**src/rtl/box_filter_premult_downscale_macros.svh**
```systemverilog
// ---------------------------------------------------------------------------
// Assertion macros for the box-filter downscaler
// Checks are sampled on clk and are disabled while rst is high.
// ---------------------------------------------------------------------------
`ifndef BOX_FILTER_PREMULT_DOWNSCALE_MACROS_SVH
`define BOX_FILTER_PREMULT_DOWNSCALE_MACROS_SVH

// Consequent must hold in the same cycle as the antecedent.
`define BFPD_ASSERT_IMPL(lbl, ante, cons) \
  lbl: assert property (@(posedge clk) disable iff (rst) (ante) |-> (cons)) \
    else $error("box filter check failed");

// Consequent must hold in the cycle after the antecedent.
`define BFPD_ASSERT_NEXT(lbl, ante, cons) \
  lbl: assert property (@(posedge clk) disable iff (rst) (ante) |=> (cons)) \
    else $error("box filter check failed");

`endif

```
**src/rtl/bfpd_pkg.sv**
```systemverilog
// ---------------------------------------------------------------------------
// bfpd_pkg
// Shared sizes, register codes, queue entry type and premultiply helper.
// ---------------------------------------------------------------------------
package bfpd_pkg;

  localparam int MAX_DIM   = 4096;
  localparam int IDX_W     = $clog2(MAX_DIM);
  localparam int DIM_W     = IDX_W + 1;
  localparam int SUM_W     = 32;
  localparam int CNT_W     = 25;
  localparam int CFG_IDX_W = 3;
  localparam int Q_DEPTH   = 4;
  localparam int Q_PTR_W   = $clog2(Q_DEPTH);
  localparam int Q_CNT_W   = Q_PTR_W + 1;

  localparam logic [Q_CNT_W-1:0] Q_FULL_CNT = Q_CNT_W'(Q_DEPTH);

  typedef enum logic [CFG_IDX_W-1:0] {
    REG_SRC_WIDTH  = 3'd0,
    REG_SRC_HEIGHT = 3'd1,
    REG_DST_WIDTH  = 3'd2,
    REG_DST_HEIGHT = 3'd3
  } cfg_reg_t;

  typedef struct packed {
    logic [SUM_W-1:0] sum_a;
    logic [SUM_W-1:0] sum_r;
    logic [SUM_W-1:0] sum_g;
    logic [SUM_W-1:0] sum_b;
    logic [CNT_W-1:0] cnt;
  } acc_t;

  typedef struct packed {
    acc_t             acc;
    logic [IDX_W-1:0] x;
    logic [IDX_W-1:0] y;
    logic             last;
  } box_t;

  // floor(c*a/255), exact over the 8x8 bit product range
  function automatic logic [7:0] premult(input logic [7:0] c, input logic [7:0] a);
    logic [16:0] x;
    logic [16:0] t;
    x = {9'd0, c} * {9'd0, a};
    t = x + (x >> 8) + 17'd1;
    return t[15:8];
  endfunction

endpackage

```
**src/rtl/bfpd_div.sv**
```systemverilog
// ---------------------------------------------------------------------------
// bfpd_div
// Restoring 32/32 unsigned divider, one quotient bit per cycle.
// ---------------------------------------------------------------------------
module bfpd_div (
  input  logic        clk,
  input  logic        rst,
  input  logic        start,
  input  logic [31:0] dividend,
  input  logic [31:0] divisor,
  output logic        done,
  output logic [31:0] quotient
);

  logic        busy;
  logic [4:0]  step;
  logic [31:0] quo;
  logic [31:0] rem;
  logic [31:0] dvs;
  logic [32:0] rem_sh;
  logic [32:0] diff;

  assign rem_sh   = {rem, quo[31]};
  assign diff     = rem_sh - {1'b0, dvs};
  assign quotient = quo;

  always_ff @(posedge clk) begin
    if (rst) begin
      busy <= 1'b0;
      done <= 1'b0;
      step <= '0;
    end else if (start) begin
      busy <= 1'b1;
      done <= 1'b0;
      step <= '0;
      quo  <= dividend;
      rem  <= '0;
      dvs  <= divisor;
    end else if (busy) begin
      if (!diff[32]) begin
        rem <= diff[31:0];
        quo <= {quo[30:0], 1'b1};
      end else begin
        rem <= rem_sh[31:0];
        quo <= {quo[30:0], 1'b0};
      end
      step <= step + 5'd1;
      if (step == 5'd31) begin
        busy <= 1'b0;
        done <= 1'b1;
      end
    end else begin
      done <= 1'b0;
    end
  end

endmodule

```
**src/rtl/bfpd_back.sv**
```systemverilog
// ---------------------------------------------------------------------------
// bfpd_back
// Turns a finished box into a straight-alpha pixel with a shared divider.
// ---------------------------------------------------------------------------
module bfpd_back (
  input  logic                       clk,
  input  logic                       rst,
  input  logic                       q_empty,
  input  bfpd_pkg::box_t             q_head,
  output logic                       q_pop,
  input  logic                       pop,
  output logic                       empty,
  output logic [31:0]                out_pixel,
  output logic [bfpd_pkg::IDX_W-1:0] out_x,
  output logic [bfpd_pkg::IDX_W-1:0] out_y,
  output logic                       frame_last
);

  typedef enum logic [1:0] {ST_IDLE, ST_START, ST_WAIT, ST_DONE} state_t;

  state_t         state;
  bfpd_pkg::box_t box;
  logic [2:0]     step;
  logic           zero;
  logic           out_valid;
  logic [31:0]    ma, qr, qg, qb;
  logic [7:0]     cr, cg, cb;
  logic [31:0]    dividend, divisor, scaled;
  logic           div_done;
  logic [31:0]    div_q;
  logic [7:0]     clamped;

  assign q_pop   = (state == ST_IDLE) && !q_empty;
  assign empty   = !out_valid;
  assign clamped = (div_q > 32'd255) ? 8'hFF : div_q[7:0];

  always_comb begin
    case (step)
      3'd0:    begin dividend = box.acc.sum_a; divisor = {7'd0, box.acc.cnt}; end
      3'd1:    begin dividend = box.acc.sum_r; divisor = {7'd0, box.acc.cnt}; end
      3'd2:    begin dividend = box.acc.sum_g; divisor = {7'd0, box.acc.cnt}; end
      3'd3:    begin dividend = box.acc.sum_b; divisor = {7'd0, box.acc.cnt}; end
      3'd4:    begin dividend = scaled;        divisor = ma; end
      3'd5:    begin dividend = scaled;        divisor = ma; end
      default: begin dividend = scaled;        divisor = ma; end
    endcase
  end

  // mean premultiplied colour times 255, wrapping at 32 bits
  always_comb begin
    case (step)
      3'd4:    scaled = (qr << 8) - qr;
      3'd5:    scaled = (qg << 8) - qg;
      default: scaled = (qb << 8) - qb;
    endcase
  end

  bfpd_div u_div (
    .clk      (clk),
    .rst      (rst),
    .start    (state == ST_START),
    .dividend (dividend),
    .divisor  (divisor),
    .done     (div_done),
    .quotient (div_q)
  );

  always_ff @(posedge clk) begin
    if (rst) begin
      state     <= ST_IDLE;
      out_valid <= 1'b0;
      step      <= '0;
      zero      <= 1'b0;
    end else begin
      // ST_DONE refills the output register itself on a pop
      if (pop && out_valid && (state != ST_DONE)) begin
        out_valid <= 1'b0;
      end
      case (state)
        ST_IDLE: begin
          if (!q_empty) begin
            box   <= q_head;
            step  <= '0;
            zero  <= 1'b0;
            state <= ST_START;
          end
        end
        ST_START: begin
          if ((step == 3'd0) && (box.acc.cnt == '0)) begin
            zero  <= 1'b1;
            state <= ST_DONE;
          end else begin
            state <= ST_WAIT;
          end
        end
        ST_WAIT: begin
          if (div_done) begin
            step  <= step + 3'd1;
            state <= ST_START;
            case (step)
              3'd0: begin
                ma <= div_q;
                if (div_q == '0) begin
                  zero  <= 1'b1;
                  state <= ST_DONE;
                end
              end
              3'd1: qr <= div_q;
              3'd2: qg <= div_q;
              3'd3: qb <= div_q;
              3'd4: cr <= clamped;
              3'd5: cg <= clamped;
              default: begin
                cb    <= clamped;
                state <= ST_DONE;
              end
            endcase
          end
        end
        ST_DONE: begin
          if (!out_valid || pop) begin
            out_valid  <= 1'b1;
            out_pixel  <= zero ? 32'd0 : {ma[7:0], cr, cg, cb};
            out_x      <= box.x;
            out_y      <= box.y;
            frame_last <= box.last;
            state      <= ST_IDLE;
          end
        end
        default: state <= ST_IDLE;
      endcase
    end
  end

endmodule

```
**config.mk**
```make
export PLATFORM = sky130hd
export DESIGN_NAME = bfpd_back
export DESIGN_NICKNAME = d
export VERILOG_FILES = /design/src/rtl/box_filter_premult_downscale_macros.svh /design/src/rtl/bfpd_pkg.sv /design/src/rtl/bfpd_div.sv /design/src/rtl/bfpd_back.sv
export SDC_FILE = /design/constraint.sdc
export NUM_CORES = 1
export LEC_CHECK = 0
export ABC_CLOCK_PERIOD_IN_PS = 42900
export BUFFER_PORTS_ARGS = -buffer_cell sky130_fd_sc_hd__buf_2
export CAP_MARGIN = 20
export CELL_PAD_IN_SITES_DETAIL_PLACEMENT = 2
export CELL_PAD_IN_SITES_GLOBAL_PLACEMENT = 2
export CORE_ASPECT_RATIO = 0.5
export CORE_UTILIZATION = 40
export CTS_CLUSTER_SIZE = 12
export DETAILED_ROUTE_END_ITERATION = 8
export HOLD_SLACK_MARGIN = 0.1
export PLACE_DENSITY_LB_ADDON = 0.1
export SLEW_MARGIN = 0
export SYNTH_ARGS = -nofsm -noshare
export SYNTH_HDL_FRONTEND = slang
export SYNTH_HIERARCHICAL = 1
export SYNTH_SLANG_ARGS = --single-unit
```
**constraint.sdc**
```tcl
create_clock -name clk -period 42.9 [get_ports clk]
set_input_delay 4.29 -clock clk [delete_from_list [all_inputs] [get_ports clk]]
set_output_delay 4.29 -clock clk [all_outputs]
set_load 0.05 [all_outputs]
```
Word-level counts from Yosys, hierarchy flattened:

Index checks and enable logic that the tools add are counted.

* input port bits: 182
* output and inout bits: 59
* bits in registers: 497

* bitwise logic cells: 4
* add/sub/neg operators: 6
* reduce and logical (&&, ||, !) cells: 33
* mux-type cells: 31
* equality and inequality tests: 16
* order comparisons: 1

Operators by type and width (count)
* 32-bit 2-to-1 mux: 4
* 32-bit one-hot mux with 4 select lines: 1
* 32-bit subtractor: 3
* 32-bit one-hot mux with 2 select lines: 1
* 33-bit by 32-bit subtractor with 33-bit output: 1
* 32-bit by 8-bit > comparator with 1-bit output, second input constant: 1
* 32-bit zero test: 1
* 4-bit AND reduction: 7
* 25-bit zero test: 1
* 25-bit 2-to-1 mux: 1
* 1-bit 2-to-1 mux: 13
* 2-bit != test, second input constant: 6
* 3-bit AND reduction: 4
* 2-bit 2-to-1 mux: 4
* 8-bit 2-to-1 mux: 1
* 2-bit one-hot mux with 4 select lines: 1
* 3-bit by 2-bit == test with 1-bit output, second input constant: 2
* 3-bit == test, second input constant: 2
* 3-bit 2-to-1 mux: 2
* 3-bit one-hot mux with 2 select lines: 1
* 6-bit AND reduction: 1
* 6-bit OR reduction: 1
* 5-bit by 1-bit adder with 5-bit output, second input constant: 1
* 5-bit == test, second input constant: 1
* 20 further kinds: 30

Depth between registers and ports, before layout:

* word-level depth: 5
* depth in mapped cells: 13
* depth with buffers taken out: 11

Modules after synthesis:

Netlist, hierarchy kept.

Modules (own cells, without submodules)
* bfpd_back: instances 1, cells each 1511, area each 18883.1 µm²
* bfpd_div: instances 1, cells each 527, area each 5957.0 µm²

Worst setup path before layout:

No wires, ideal clock.

* kind: input to register
* from: input rst
* to: register box[0] (netlist name) (enable)
* arrival time: 16.617 ns
* cell stages on the path: 2
* setup time: 0.933 ns
* slack: 25.350 ns
* cells stage by stage: clkbuf_1 > nor3_1

* cells in the longest elaborated chain, start to end: 2

RTL lines
* from (decl): RTL line bfpd_back.sv:7 `input logic rst,`
* 1-bit NOT (no line)
* 3-bit AND reduction (no line)
* to (signal assigned): RTL line bfpd_back.sv:82 `box <= q_head;`
* to (decl): RTL line bfpd_back.sv:22 `bfpd_pkg::box_t box;`

Every way passes these cells.
A chain may end at the register's enable or synchronous reset.

Worst setup path in the final report:

* from: input q_empty
* to: output q_pop

* cells in the longest elaborated chain, start to end: 2

RTL lines
* from (decl): RTL line bfpd_back.sv:8 `input logic q_empty,`
* 1-bit zero test
* 1-bit logical AND: RTL line bfpd_back.sv:33 `assign q_pop = (state == ST_IDLE) && !q_empty;`
* to (decl): RTL line bfpd_back.sv:10 `output logic q_pop,`

Every way passes these cells.

==> reports/results.txt <==
status = complete, no violations
CP cell instances = buf_2, nor2_1, buf_2
Hold Vio Cnt, Final = 0
max cap viols = 0
area post-placement = 27,100 um2
DRC Markers = 0
Avg Cell Area, Syn = 12.2 um2
Leak = 0.0108 uW
final worst-path cycle share = 0.212
relative slew slack = 0.214
Num CTS Buffers = 49
die width = 354 um
worst-margin pin slew = 1.15 ns
Worst EP arrival = 4.82 ns
Post-synth EDFFs = 483
Post-CTS Setup Inserts = 0
Distinct cells, synth = 99
Finished Cell Area = 28,500 um2
logic gate share of total power = 0.189
CTS-repair resized insts = 0
pin count of the biggest net entering global routing = 87
yosys warns = 6
register area share after synthesis = 0.595
FILL cells = 6,161
share of layout cells above drive strength 1 = 0.182
Power Dens Cells = 43.9 nW/um2
count of pins over their slew limit = 0
clock root buffer = clkbuf_16
vias in the first global route = 19,367
initial antenna violation count = 10
# hold bufs at CTS = 0
routed wire length per instance = 26.2 um
Synth Cell Area = 24,800 um2
vias = 17,894
most common cell after layout, fill and taps aside = edfxtp_1
Worst path max stage delay = 0.28 ns
Core Region = 61,300 um2
Syn Nets = 2,336
Req. time, crit path = 38.61 ns
pre-CTS WS = 33.79 ns
CTS tree = done
DP Wirelength = 61,500 um
clk buf depth = 3
Critical Path Fanout Max = 5
Peak VDD IR = 26.4 uV
wire length on met3 = 4540 um
Pint = 894 uW
clock skew = 0.0247 ns
Synth Flop Type = edfxtp_1
worst skew pair latency = 0.59 ns
met2 wire len = 39,100 um
htree depth = 2
GRT Overall Usage = 0.258
share of total power in sequential cells = 0.490
Startpoint Class = primary input
Final Routed Wirelength = 82,300 um
gp weighted congestion = 0.908
RSZ-0062 raised after global routing = no
Async S/R FF share, synth = 0
via/cell ratio = 5.69
Starting Density = 0.405
Net Switching = 357 uW
M1 WL = 36,200 um
Max stage delay cell, worst path = buf_2
grt ovf = 0
Top delay family on crit path = buffers and inverters
router iterations before antenna repair = 5
min Tclk post-route = 9.11 ns
total chip power = 1250 uW
achievable clock frequency = 110 MHz
nets@finish = 2,594
final setup margin = 33.79 ns
top sig layer = met5
Worst-path clk slew = 0.06 ns
most frequent cells in the layout = 483 x edfxtp_1, 242 x buf_2, 156 x nand2_1, 145 x inv_1, 115 x nor2_1
post-route ant nets = 0
num rows = 64
crit path buf inv count = 2
io pins = 241
die height = 178 um
Clock Power Share = 0.321
cell mode on critical path = buf_2
DIE AREA = 63,200 um2
first-pass GRT wire length = 121,000 um
setup TNS = 0 ns
setup violators final = 0
Synth Instances = 2,038
initial drt markers = 1,146
CP endpoint kind = output pin
hold crit path type = flip-flop to flip-flop
Area Growth Syn to Fin = 14.6%
PortBufs = 240
clk sink count = 497
switching portion of total power = 0.285
worst setup path class = primary input to output pin
synthesized flop and latch total = 497
## cell usage after synthesis (all sizes together), types with 5 or more instances
library cell | number | area share
edfxtp | 483 | 0.58
nand2 | 158 | 0.024
inv | 145 | 0.022
nor2 | 118 | 0.018
ha | 115 | 0.058
a21oi | 114 | 0.023
o21ai | 70 | 0.014
xnor2 | 69 | 0.025
clkbuf | 62 | 0.012
a22oi | 48 | 0.015
nor2b | 44 | 0.011
a31oi | 39 | 0.0098
nor3 | 37 | 0.0077
a21o | 36 | 0.011
mux2 | 33 | 0.015
mux2i | 28 | 0.011
nand2b | 27 | 0.0069
nand3 | 27 | 0.0054
a211oi | 26 | 0.0086
xor2 | 26 | 0.0092
nor4 | 23 | 0.0060
a221oi | 22 | 0.0078
and2 | 22 | 0.0056
and3 | 22 | 0.0056
o22ai | 20 | 0.0050
or3 | 19 | 0.0048
nand4 | 18 | 0.0048
o21bai | 17 | 0.0051
buf | 16 | 0.0040
dfxtp | 14 | 0.011
o21a | 13 | 0.0039
a221o | 10 | 0.0041
o31ai | 9 | 0.0033
or4 | 9 | 0.0029
a211o | 8 | 0.0028
o211ai | 8 | 0.0024
a21boi | 7 | 0.0023
or2 | 6 | 0.0015
nor3b | 5 | 0.0015
o41ai | 5 | 0.0024
## path summary, 6_finish.rpt
kind / slack (ns) / cells past startpoint / from / endpoint
max: 33.79 / 3 / q_empty / q_pop
max reg2reg: 38.41 / 8 / step[2] / u_div/quotient[20]
min reg2reg: 0.42 / 0 / box[2] / out_y[1]
min: 0.42 / 0 / box[2] / out_y[1]
## cells by family (layout without fill, tap and decap cells)
family,after synthesis,after routing,synth area share
DFF,497,497,0.595
muxes,61,61,0.0262
and+or+nand+nor,551,551,0.112
buffers and inverters,223,502,0.0377
adders and majority gates,116,116,0.0587
AOI/OAI and AO/OA,495,495,0.137
other,0,2,0
xor gates and xnor gates,95,95,0.0338
## sequential cells by signal, indices dropped and copies added, names as in the netlist, 2 cells and up
| signal | count |
|---|---|
| u_div/quotient | 32 |
| cb | 8 |
| step | 3 |
| qr | 32 |
| qg | 32 |
| out_x | 12 |
| out_pixel | 32 |
| u_div/rem | 32 |
| u_div/step | 5 |
| cg | 8 |
| state | 2 |
| box | 178 |
| cr | 8 |
| qb | 32 |
| ma | 32 |
| out_y | 12 |
| u_div/dvs | 32 |
## through the flow
| stage | util | hold WS, ns | instances |
|---|---|---|---|
| 6_report | 0.465 | 0.417 | 3144 |
| 5_1_grt | 0.465 | 0.427 | 3142 |
| 4_1_cts | 0.464 | 0.419 | 3141 |
| 3_5_place_dp | 0.442 | 0.406 | 3069 |
| 3_3_place_gp | 0.442 | 0.400 | 3068 |
| 2_1_floorplan | - | 0.400 | 2038 |
## area by class of cell
type,instances,area [um2],share of cell area
Antenna cell,2,5.00,0.000176
Clock buffer,63,1290,0.0453
Clock inverter,9,76.3,0.00268
Inverter,145,544,0.0191
Multi-Input combinational cell,1318,9200,0.323
Sequential cell,497,14800,0.519
Tap cell,825,1030,0.0363
Timing Repair Buffer,285,1530,0.0539
## power by group through the flow
| stage | registers [uW] | clock network [uW] | logic [uW] |
|---|---|---|---|
| 2_1_floorplan | 625 | 0 | 158 |
| 5_1_grt | 616 | 425 | 260 |
| 3_5_place_dp | 623 | 0 | 239 |
| 3_3_place_gp | 620 | 0 | 228 |
| 6_report | 613 | 401 | 237 |
| 4_1_cts | 613 | 410 | 240 |
## routing by layer
metal  up-vias  track usage
li1       8192            -
met1      9112        0.343
met2       455        0.434
met3       133       0.0417
met4         2       0.0824
met5         -            0
No activity file was read; power rests on OpenSTA's default activity.
