### config.mk
export PLATFORM = sky130hd
export DESIGN_NAME = bfpd_queue
export DESIGN_NICKNAME = d
export VERILOG_FILES = /design/src/rtl/box_filter_premult_downscale_macros.svh /design/src/rtl/bfpd_pkg.sv /design/src/rtl/bfpd_queue.sv
export SDC_FILE = /design/constraint.sdc
export NUM_CORES = 1
export LEC_CHECK = 0
export ABC_AREA = 1
export BUFFER_PORTS_ARGS = -buffer_cell sky130_fd_sc_hd__buf_4
export CAP_MARGIN = 25
export CORE_MARGIN = 1
export CORE_UTILIZATION = 40
export DETAILED_ROUTE_END_ITERATION = 6
export HOLD_SLACK_MARGIN = 0.05
export SETUP_SLACK_MARGIN = 0.2
export SYNTH_ARGS = -nofsm -noshare
export SYNTH_HDL_FRONTEND = slang
export SYNTH_SLANG_ARGS = --single-unit
### constraint.sdc
create_clock -name clk -period 14 [get_ports clk]
set_input_delay 0.7 -clock clk [delete_from_list [all_inputs] [get_ports clk]]
set_output_delay 0.7 -clock clk [all_outputs]
set_load 0.05 [all_outputs]
### src/rtl/box_filter_premult_downscale_macros.svh
// ---------------------------------------------------------------------------
// Assertion macros for the box-filter downscaler
// Checks are sampled on clk and are disabled while rst is high.
// ---------------------------------------------------------------------------
`ifndef BOX_FILTER_PREMULT_DOWNSCALE_MACROS_SVH
`define BOX_FILTER_PREMULT_DOWNSCALE_MACROS_SVH

// Consequent must hold in the same cycle as the antecedent.
`define BFPD_ASSERT_IMPL(lbl, ante, cons) \
  lbl: assert property (@(posedge clk) disable iff (rst) (ante) |-> (cons)) \
    else $error("box filter check failed");

// Consequent must hold in the cycle after the antecedent.
`define BFPD_ASSERT_NEXT(lbl, ante, cons) \
  lbl: assert property (@(posedge clk) disable iff (rst) (ante) |=> (cons)) \
    else $error("box filter check failed");

`endif

### src/rtl/bfpd_pkg.sv
// ---------------------------------------------------------------------------
// bfpd_pkg
// Shared sizes, register codes, queue entry type and premultiply helper.
// ---------------------------------------------------------------------------
package bfpd_pkg;

  localparam int MAX_DIM   = 4096;
  localparam int IDX_W     = $clog2(MAX_DIM);
  localparam int DIM_W     = IDX_W + 1;
  localparam int SUM_W     = 32;
  localparam int CNT_W     = 25;
  localparam int CFG_IDX_W = 3;
  localparam int Q_DEPTH   = 4;
  localparam int Q_PTR_W   = $clog2(Q_DEPTH);
  localparam int Q_CNT_W   = Q_PTR_W + 1;

  localparam logic [Q_CNT_W-1:0] Q_FULL_CNT = Q_CNT_W'(Q_DEPTH);

  typedef enum logic [CFG_IDX_W-1:0] {
    REG_SRC_WIDTH  = 3'd0,
    REG_SRC_HEIGHT = 3'd1,
    REG_DST_WIDTH  = 3'd2,
    REG_DST_HEIGHT = 3'd3
  } cfg_reg_t;

  typedef struct packed {
    logic [SUM_W-1:0] sum_a;
    logic [SUM_W-1:0] sum_r;
    logic [SUM_W-1:0] sum_g;
    logic [SUM_W-1:0] sum_b;
    logic [CNT_W-1:0] cnt;
  } acc_t;

  typedef struct packed {
    acc_t             acc;
    logic [IDX_W-1:0] x;
    logic [IDX_W-1:0] y;
    logic             last;
  } box_t;

  // floor(c*a/255), exact over the 8x8 bit product range
  function automatic logic [7:0] premult(input logic [7:0] c, input logic [7:0] a);
    logic [16:0] x;
    logic [16:0] t;
    x = {9'd0, c} * {9'd0, a};
    t = x + (x >> 8) + 17'd1;
    return t[15:8];
  endfunction

endpackage

### src/rtl/bfpd_queue.sv
// ---------------------------------------------------------------------------
// bfpd_queue
// Small FIFO of finished boxes between the accumulate and divide sides.
// ---------------------------------------------------------------------------
module bfpd_queue (
  input  logic                         clk,
  input  logic                         rst,
  input  logic                         wr_en,
  input  bfpd_pkg::box_t               wr_data,
  input  logic                         rd_en,
  output bfpd_pkg::box_t               rd_data,
  output logic                         q_empty,
  output logic [bfpd_pkg::Q_CNT_W-1:0] count
);

  bfpd_pkg::box_t                 slots [bfpd_pkg::Q_DEPTH];
  logic [bfpd_pkg::Q_PTR_W-1:0]   wr_ptr;
  logic [bfpd_pkg::Q_PTR_W-1:0]   rd_ptr;

  assign rd_data = slots[rd_ptr];
  assign q_empty = (count == '0);

  always_ff @(posedge clk) begin
    if (wr_en) begin
      slots[wr_ptr] <= wr_data;
    end
  end

  always_ff @(posedge clk) begin
    if (rst) begin
      wr_ptr <= '0;
      rd_ptr <= '0;
      count  <= '0;
    end else begin
      if (wr_en) begin
        wr_ptr <= wr_ptr + 1'b1;
      end
      if (rd_en) begin
        rd_ptr <= rd_ptr + 1'b1;
      end
      case ({wr_en, rd_en})
        2'b10:   count <= count + 1'b1;
        2'b01:   count <= count - 1'b1;
        default: count <= count;
      endcase
    end
  end

endmodule

# --- Yosys cells after proc, flatten, opt, wreduce, memory -nomap -nowiden ---
# Memory sizes are Yosys's and may differ from the RTL's. A register that Yosys moved wholly into a read port is not among the register bits.
# Cells that the tools add are included.
word_totals:
  register_bits: 7
  n_memories: 1
  in_bits: 182
  ram_bits: 712
classes:
  muxes: 5
  reduce_logical: 2
  add_sub_neg: 4
  eq_ne: 2
mem_list:
  columns: ["name", "depth", "word_bits", "read_ports", "rd_clocked_by_memory_dff", "write_ports", "line_no", "source"]
  rows:
  - ["slots", 4, 178, 1, 1, 1, "bfpd_queue.sv:16", "bfpd_pkg::box_t slots [bfpd_pkg::Q_DEPTH];"]
ops:
  columns: ["cell", "n"]
  rows:
  - ["one-hot mux 3 bit (2 select lines)", 1]
  - ["adder 2 x 1 -> 2 bit, second input constant", 2]
  - ["2-to-1 mux 2 bit", 2]
  - ["adder 3 x 1 -> 3 bit, second input constant", 1]
  - ["logical NOT 3 bit", 1]
  - ["subtractor 3 x 1 -> 3 bit, second input constant", 1]
  - ["== test 2 x 1 -> 1 bit, second input constant", 1]
  - ["== test 2 bit, second input constant", 1]
  - ["2-to-1 mux 1 bit", 2]
  - ["nonzero test 2 bit", 1]

# --- Depth between registers and ports, before layout ---
# Gate-level depths: netlist (run 1).
depth:
  ltp_word: 3
  ltp_mapped: 10
  depth_no_buf: 10

# --- Worst setup path after synthesis (run 1) ---
# Ideal clock, no wire load.
synth_path:
  path_type: "input-to-reg"
  startpoint: "in wr_en"
  endpoint: "mem slots[0][0] (netlist bit) (enable)"
  required_ns: 13.470
  path_stages: 2
  t_arrival_ns: 4.153
  setup_slack_ns: 9.316
  setup_ns: 0.530
  path_cell_list: "nand2_1 inv_1"
synth_via:
  elab_chain_cells: 2
synth_lines:
  columns: ["item", "line_no", "source"]
  rows:
  - ["start: declaration", "bfpd_queue.sv:8", "input logic wr_en,"]
  - ["2-to-1 mux 1 bit", "bfpd_queue.sv:24", "if (wr_en) begin"]
  - ["2-to-1 mux 1 bit (not written as such)", "bfpd_queue.sv:25", "slots[wr_ptr] <= wr_data;"]
  - ["end: declaration", "bfpd_queue.sv:16", null]
# Every way passes these cells.

==> flow_metrics.py, run 1 <==
metrics = {
    "timing": {
        "tightest_slew_ps": 1082,
        "hold_viol_final": 0,
        "drv_slew": 0,
        "fin_crit_sh": 0.3163,
        "period_needed_ps": 4429,
        "finalSetupViolations": 0,
        "fin_skew_ps": 17.30,
        "grt_setup_unrepaired": "no",
        "tns_ps": 0,
        "max_freq_mhz": 225.8,
        "maxSlewHeadroom": 0.2785,
    },
    "global_routing": {
        "grt_max_degree": 225,
        "grt_usage": 0.1832,
        "antenna_found_initial": 3,
        "grt_pass1_wl_mm": 94.08,
        "grt-ovfl-total": 0,
        "grt_pass1_vias": 15750,
    },
    "yosys": {
        "postSynthCellCount": 1778,
        "synth.avg_cell_area_um2": 14.96,
        "synth_cell_types": 20,
        "synth_edf_count": 712,
        "synth_warnings": 0,
        "netlist.area_leader.share": 0.8036,
        "yosys.cell_count.top_type": "edfxtp_1",
        "synth_common_cells": "edfxtp_1, nor2_1, o21ai_0",
        "synth_top_area_cell": "edfxtp_1",
        "ys.flop_type": "edfxtp_1",
        "ys_top_cells_by_area": "edfxtp_1, nor2_1, o22ai_1",
        "synth_area_um2": 26600,
        "async_flop_share": 0,
        "syn_nets": 1966,
        "synth-seq-area-share": 0.8104,
        "synth_seq_cells": 721,
    },
    "clock_tree": {
        "clk-insertion-delay-late_ps": 600,
        "numCtsBuffers": 76,
        "ctsResizeCount": 0,
        "cts_hold_buf": 0,
        "clkSinkCount": 721,
        "cts-root-buf": "clkbuf_16",
        "clkTransAtPathRegs_ps": 60,
        "clk_path_buf_depth": 3,
        "htree_levels": 3,
        "cts_setup_buffers": 0,
        "cts_tree": "yes",
    },
    "critical_path": {
        "critPathBufInv": 3,
        "cp-start-kind": "flip-flop",
        "worstSetupPathType": "reg -> out",
        "worstPathArrival_ps": 3730,
        "endpoint_kind": "output port",
        "cpPeakStageDelay_ps": 770,
        "crit_path_cell_trace": "buf_12, buf_4, o21ai_0, o22ai_1, buf_4",
        "critPathSlowestCell": "buf_4",
        "crit_fanout": 224,
        "timing.critical_path.mode_cell": "buf_4",
        "crit_required_ps": 13300,
        "critPathTopFamily": "buffers and inverters",
    },
    "cells_and_area": {
        "fin_area_um2": 32570,
        "areaGrowthSynthToFinish_pct": 22.42,
        "utilization": 0.4954,
        "drive_gt1_frac": 0.2293,
        "nNetsFinal": 2307,
        "fillers": 5532,
    },
    "routing": {
        "top_layer": "met5",
        "route.met2.wl_mm": 32.22,
        "wl_met3_mm": 3.745,
        "via_count": 15950,
        "routedWlPerCell_um": 20.69,
        "drc_errors": 0,
        "wirelength_mm": 63.08,
        "drtIter0Drc": 943,
        "ant_nets": 0,
        "first_pass_iters": 5,
        "vias_per_cell": 5.232,
        "met1_length_mm": 25.80,
    },
    "power_and_ir_drop": {
        "power_mw": 5.172,
        "leakage_nw": 11.24,
        "p_per_area_nw_per_um2": 158.8,
        "irDropWorstVdd_mv": 0.1133,
    },
    "die": {
        "rows": 94,
        "die_w_um": 259.9,
        "pin_count": 364,
        "initial_utilization": 0.4047,
        "die_y_um": 259.9,
        "die_area_um2": 67550,
        "coreArea_um2": 65750,
    },
    "placed_design": {
        "portBuffers": 363,
        "hpwl_mm": 34.72,
        "place_congestion": 0.7982,
        "place_area_um2": 30040,
    },
    "flow_run": {
        "maxCapViolCount": 0,
    },
    "worst_hold_path": {
        "min_path_type": "in -> reg",
    },
    "outcome": {
        "outcome": "finished clean",
    },
}
-- final timing paths --
| check | slack (ps) | endpoint | start | cells past startpoint |
|---|---|---|---|---|
| setup / recovery | 9570 | rd_data[112] | flip-flop | 5 |
| hold / removal | 290 | slots[1][54]$_DFFE_PP_ | wr_data[54] | 1 |
| setup reg to reg | 11340 | slots[0][92]$_DFFE_PP_ | wr_ptr[0]$_SDFFE_PP0P_ | 5 |
| hold reg to reg | 430 | flip-flop | rd_ptr[1]$_SDFFE_PP0P_ | 1 |
-- registers in the layout, summed over array words and instances, names as in the netlist, named ones only --
| name | cells |
|---|---|
| wr_ptr | 2 |
| slots | 712 |
| count | 3 |
| rd_ptr | 2 |
-- kinds of logic (layout without fill, tap and decap cells) --
logic type / Yosys count / count (layout) / synth area share
AOI/OAI and AO/OA: 545 / 545 / 0.1109
adders and majority gates: 6 / 6 / 0.003104
buffers and inverters: 135 / 538 / 0.02304
and+or+nand+nor: 371 / 371 / 0.05253
other: 0 / 3 / 0
DFF: 721 / 721 / 0.8104
-- through the flow --
stage | setup slack, ps | cells | hold WS [ps]
after floorplan | 9316 | 1778 | 411.6
final | 9571 | 3048 | 288.1
after CTS | 9567 | 3043 | 237.9
after global routing | 9324 | 3046 | 256.7
after global placement | 10300 | 2903 | 417.8
after detailed placement | 10240 | 2903 | 425.8
-- per-layer routing --
| metal | vias to the layer above | GRT usage |
|---|---|---|
| li1 | 7458 | - |
| met1 | 8019 | 0.2315 |
| met2 | 390 | 0.3097 |
| met3 | 79 | 0.04327 |
| met4 | 2 | 0.05980 |
| met5 | - | 0 |
-- area by class of cell --
cell class                 count  area, um^2  share of cell area
sequential                   721       21570              0.6622
inverter                      18       97.59            0.002996
antenna                        3       7.507           0.0002305
timing repair buffer         380        2910             0.08935
clock buffer                  84        1953             0.05997
multi-input combinational    922        4431              0.1360
clock inverter                56       521.8             0.01602
tap                          864        1081             0.03319
-- power breakdown --
group / switching [mW] / internal, mW / leakage [nW]
clock network: 0.810 / 1.16 / 1.21
registers: 0.0244 / 2.47 / 6.62
logic: 0.518 / 0.190 / 3.41
-- placed cells by master (no fill, tap or decap) --
cell        netlist  layout
dfxtp_4           0       2
buf_16            0       1
buf_12            0       3
nand4_1           1       1
inv_1            16      12
ha_1              5       5
clkinv_1          0      21
clkinv_2          1      16
fa_1              1       1
clkinvlp_4        0       3
clkbuf_16         0      77
buf_4            10     376
dfxtp_1           9       7
o21ai_1         165     165
nand3_1           1       1
inv_8             0       1
bufinv_16         0       8
nand2_1           9       9
inv_6             0       5
a21oi_1           5       5
clkinv_8          0       4
edfxtp_1        712     712
clkinv_4          0       3
inv_4             0       1
clkbuf_1         53       7
diode_2           0       3
nor3_1            1       1
nor2_1          359     359
o22ai_1         178     178
o21ai_0         197     197
Power figures use the tool's default switching activity.
==> inputs of run 2 (changes only) <==
clock period = 4.39 ns   (was 14 ns; I/O delays follow)
==> flow_metrics.py, run 2 (synthesis results as in run 1) <==
metrics = {
    "outcome": {
        "outcome": "finished clean",
    },
    "cells_and_area": {
        "registers.top_by_ff_count": "slots",
        "layout_commonest_cell": "edfxtp_1",
        "fin_area_um2": 34500,
        "largest_reg_flops": 712,
        "nNetsFinal": 2491,
        "most-common-layout-cells": "edfxtp_1, buf_4, nor2_1, o21ai_0, dlygate4sd3_1",
        "drive_gt1_frac": 0.2099,
        "reg_top3": "slots x712, count x3",
        "areaGrowthSynthToFinish_pct": 29.68,
        "stdcell_count": 3228,
    },
    "critical_path": {
        "cp-start-kind": "flip-flop",
        "crit_fanout": 53,
        "r2r_slack_ps": 1820,
        "r2r-start": "wr_ptr[0]$_SDFFE_PP0P_",
        "worstSetupPathType": "reg -> out",
        "worst_r2r_path_depth": 6,
        "endpoint_kind": "output port",
        "worstPathArrival_ps": 2870,
        "crit_required_ps": 4170,
        "r2r-end": "slots[2][122]$_DFFE_PP_",
    },
    "timing": {
        "tightest_slew_ps": 1001,
        "grt_setup_unrepaired": "no",
        "finalSetupViolations": 0,
        "max_freq_mhz": 323.9,
        "tns_ps": 0,
        "hold_ws_ps": 356.8,
        "drv_slew": 0,
        "fin_skew_ps": 14.23,
        "maxSlewHeadroom": 0.3327,
        "period_needed_ps": 3088,
        "hold_viol_final": 0,
        "fin_crit_sh": 0.7033,
    },
    "routing": {
        "ant_nets": 0,
        "routedWlPerCell_um": 20.02,
        "vias_per_cell": 5.179,
        "via_count": 16720,
        "first_pass_iters": 5,
        "wirelength_mm": 64.61,
        "drtIter0Drc": 1178,
        "drc_errors": 0,
    },
    "power_and_ir_drop": {
        "leakage_nw": 12.01,
        "pwr-share-clk": 0.379,
        "p_int_mw": 12.39,
        "seq_power_share": 0.475,
        "p_per_area_nw_per_um2": 484.5,
        "power_switching_mw": 4.321,
        "power_mw": 16.71,
        "swShare": 0.2585,
        "power_frac_comb": 0.145,
        "irDropWorstVdd_mv": 0.3164,
    },
    "placed_design": {
        "dp_cells": 2907,
        "place_congestion": 0.7675,
        "portBuffers": 363,
        "hpwl_mm": 35.19,
        "place_area_um2": 30200,
    },
    "global_routing": {
        "antenna_found_initial": 3,
        "grt-ovfl-total": 0,
        "grt_max_degree": 185,
        "grt_usage": 0.1867,
        "grt_pass1_wl_mm": 96.44,
        "grt_pass1_vias": 16970,
    },
    "clock_tree": {
        "ctsResizeCount": 0,
        "numCtsBuffers": 76,
        "clk_path_buf_depth": 3,
        "cts-root-buf": "clkbuf_16",
        "cts_tree": "yes",
        "clkSinkCount": 721,
        "clk-insertion-delay-late_ps": 600,
        "htree_levels": 3,
        "clkTransAtPathRegs_ps": 60,
    },
    "die": {
        "coreArea_um2": 65750,
        "pin_count": 364,
        "die_area_um2": 67550,
        "die_y_um": 259.9,
        "rows": 94,
        "die_w_um": 259.9,
        "initial_utilization": 0.4047,
    },
    "worst_hold_path": {
        "hp-start": "wr_data[136]",
        "hold_path_end": "slots[1][136]$_DFFE_PP_",
        "min_path_type": "in -> reg",
        "hold_depth": 2,
    },
    "flow_run": {
        "maxCapViolCount": 0,
    },
}
==> run 2: changes by cell type in the layout (fill, tap and decap cells not counted), moves of 3 or more <==
cell,change
clkinv_8,-3
clkinv_2,-5
dlygate4sd3_1,+182
buf_4,-7
clkinv_1,-6
buf_12,+10
clkbuf_1,+10
==> run 2: timing repair <==
item,CTS,global route
buffers inserted,0,0
endpoints found under the hold margin,721,0
hold buffers,182,0
==> run 2: layout make-up <==
cell class / count / area (um^2)
clock buffer: 95 / 2016
timing repair buffer: 564 / 4852
fill: 5355 / 31250
sequential: 721 / 21570
clock inverter: 43 / 457.9
inverter: 18 / 92.59
antenna: 1 / 2.502
tap: 864 / 1081
multi-input combinational: 922 / 4431
==> run 2: worst max-delay path, stage by stage (launching register included) <==
cell	delay, ps
dfxtp_4	480
inv_4	540
buf_4	550
o21ai_1	130
o22ai_1	240
buf_4	250
==> run 2: worst max path at each step <==
stage / start / to / cells after the start
after floorplan: wr_ptr[0]$_SDFFE_PP0P_ / slots[0][0]$_DFFE_PP_ / 4
after global placement: wr_ptr[0]$_SDFFE_PP0P_ / slots[2][112]$_DFFE_PP_ / 6
after detailed placement: wr_ptr[0]$_SDFFE_PP0P_ / slots[2][118]$_DFFE_PP_ / 6
after CTS: flip-flop / rd_data[112] / 5
after global routing: flip-flop / rd_data[112] / 5
final: flip-flop / rd_data[112] / 5
==> run 2: through the flow <==
| step | util | worst slack [ps] |
|---|---|---|
| after floorplan | - | 663.2 |
| after global placement | 0.4594 | 1786 |
| after detailed placement | 0.4594 | 1799 |
| after CTS | 0.5247 | 1215 |
| after global routing | 0.5248 | 1124 |
| final | 0.5248 | 1302 |
==> run 2: layer usage <==
layer  wire [um]  global-route usage  vias up
met4        2120             0.07794        4
li1            -                   -     7815
met5          24                   0        -
met2       32920              0.3233      436
met3        3677             0.04025      111
met1       25870              0.2250     8351
==> run 2: power by group through the flow <==
stage,Combinational (mW),Clock (mW),Sequential [mW]
global placement,2.27,0,8.08
floorplan,1.44,0,8.11
finish,2.43,6.34,7.95
detailed placement,2.31,0,8.09
CTS,2.45,6.49,7.95
global route,2.57,6.74,7.97
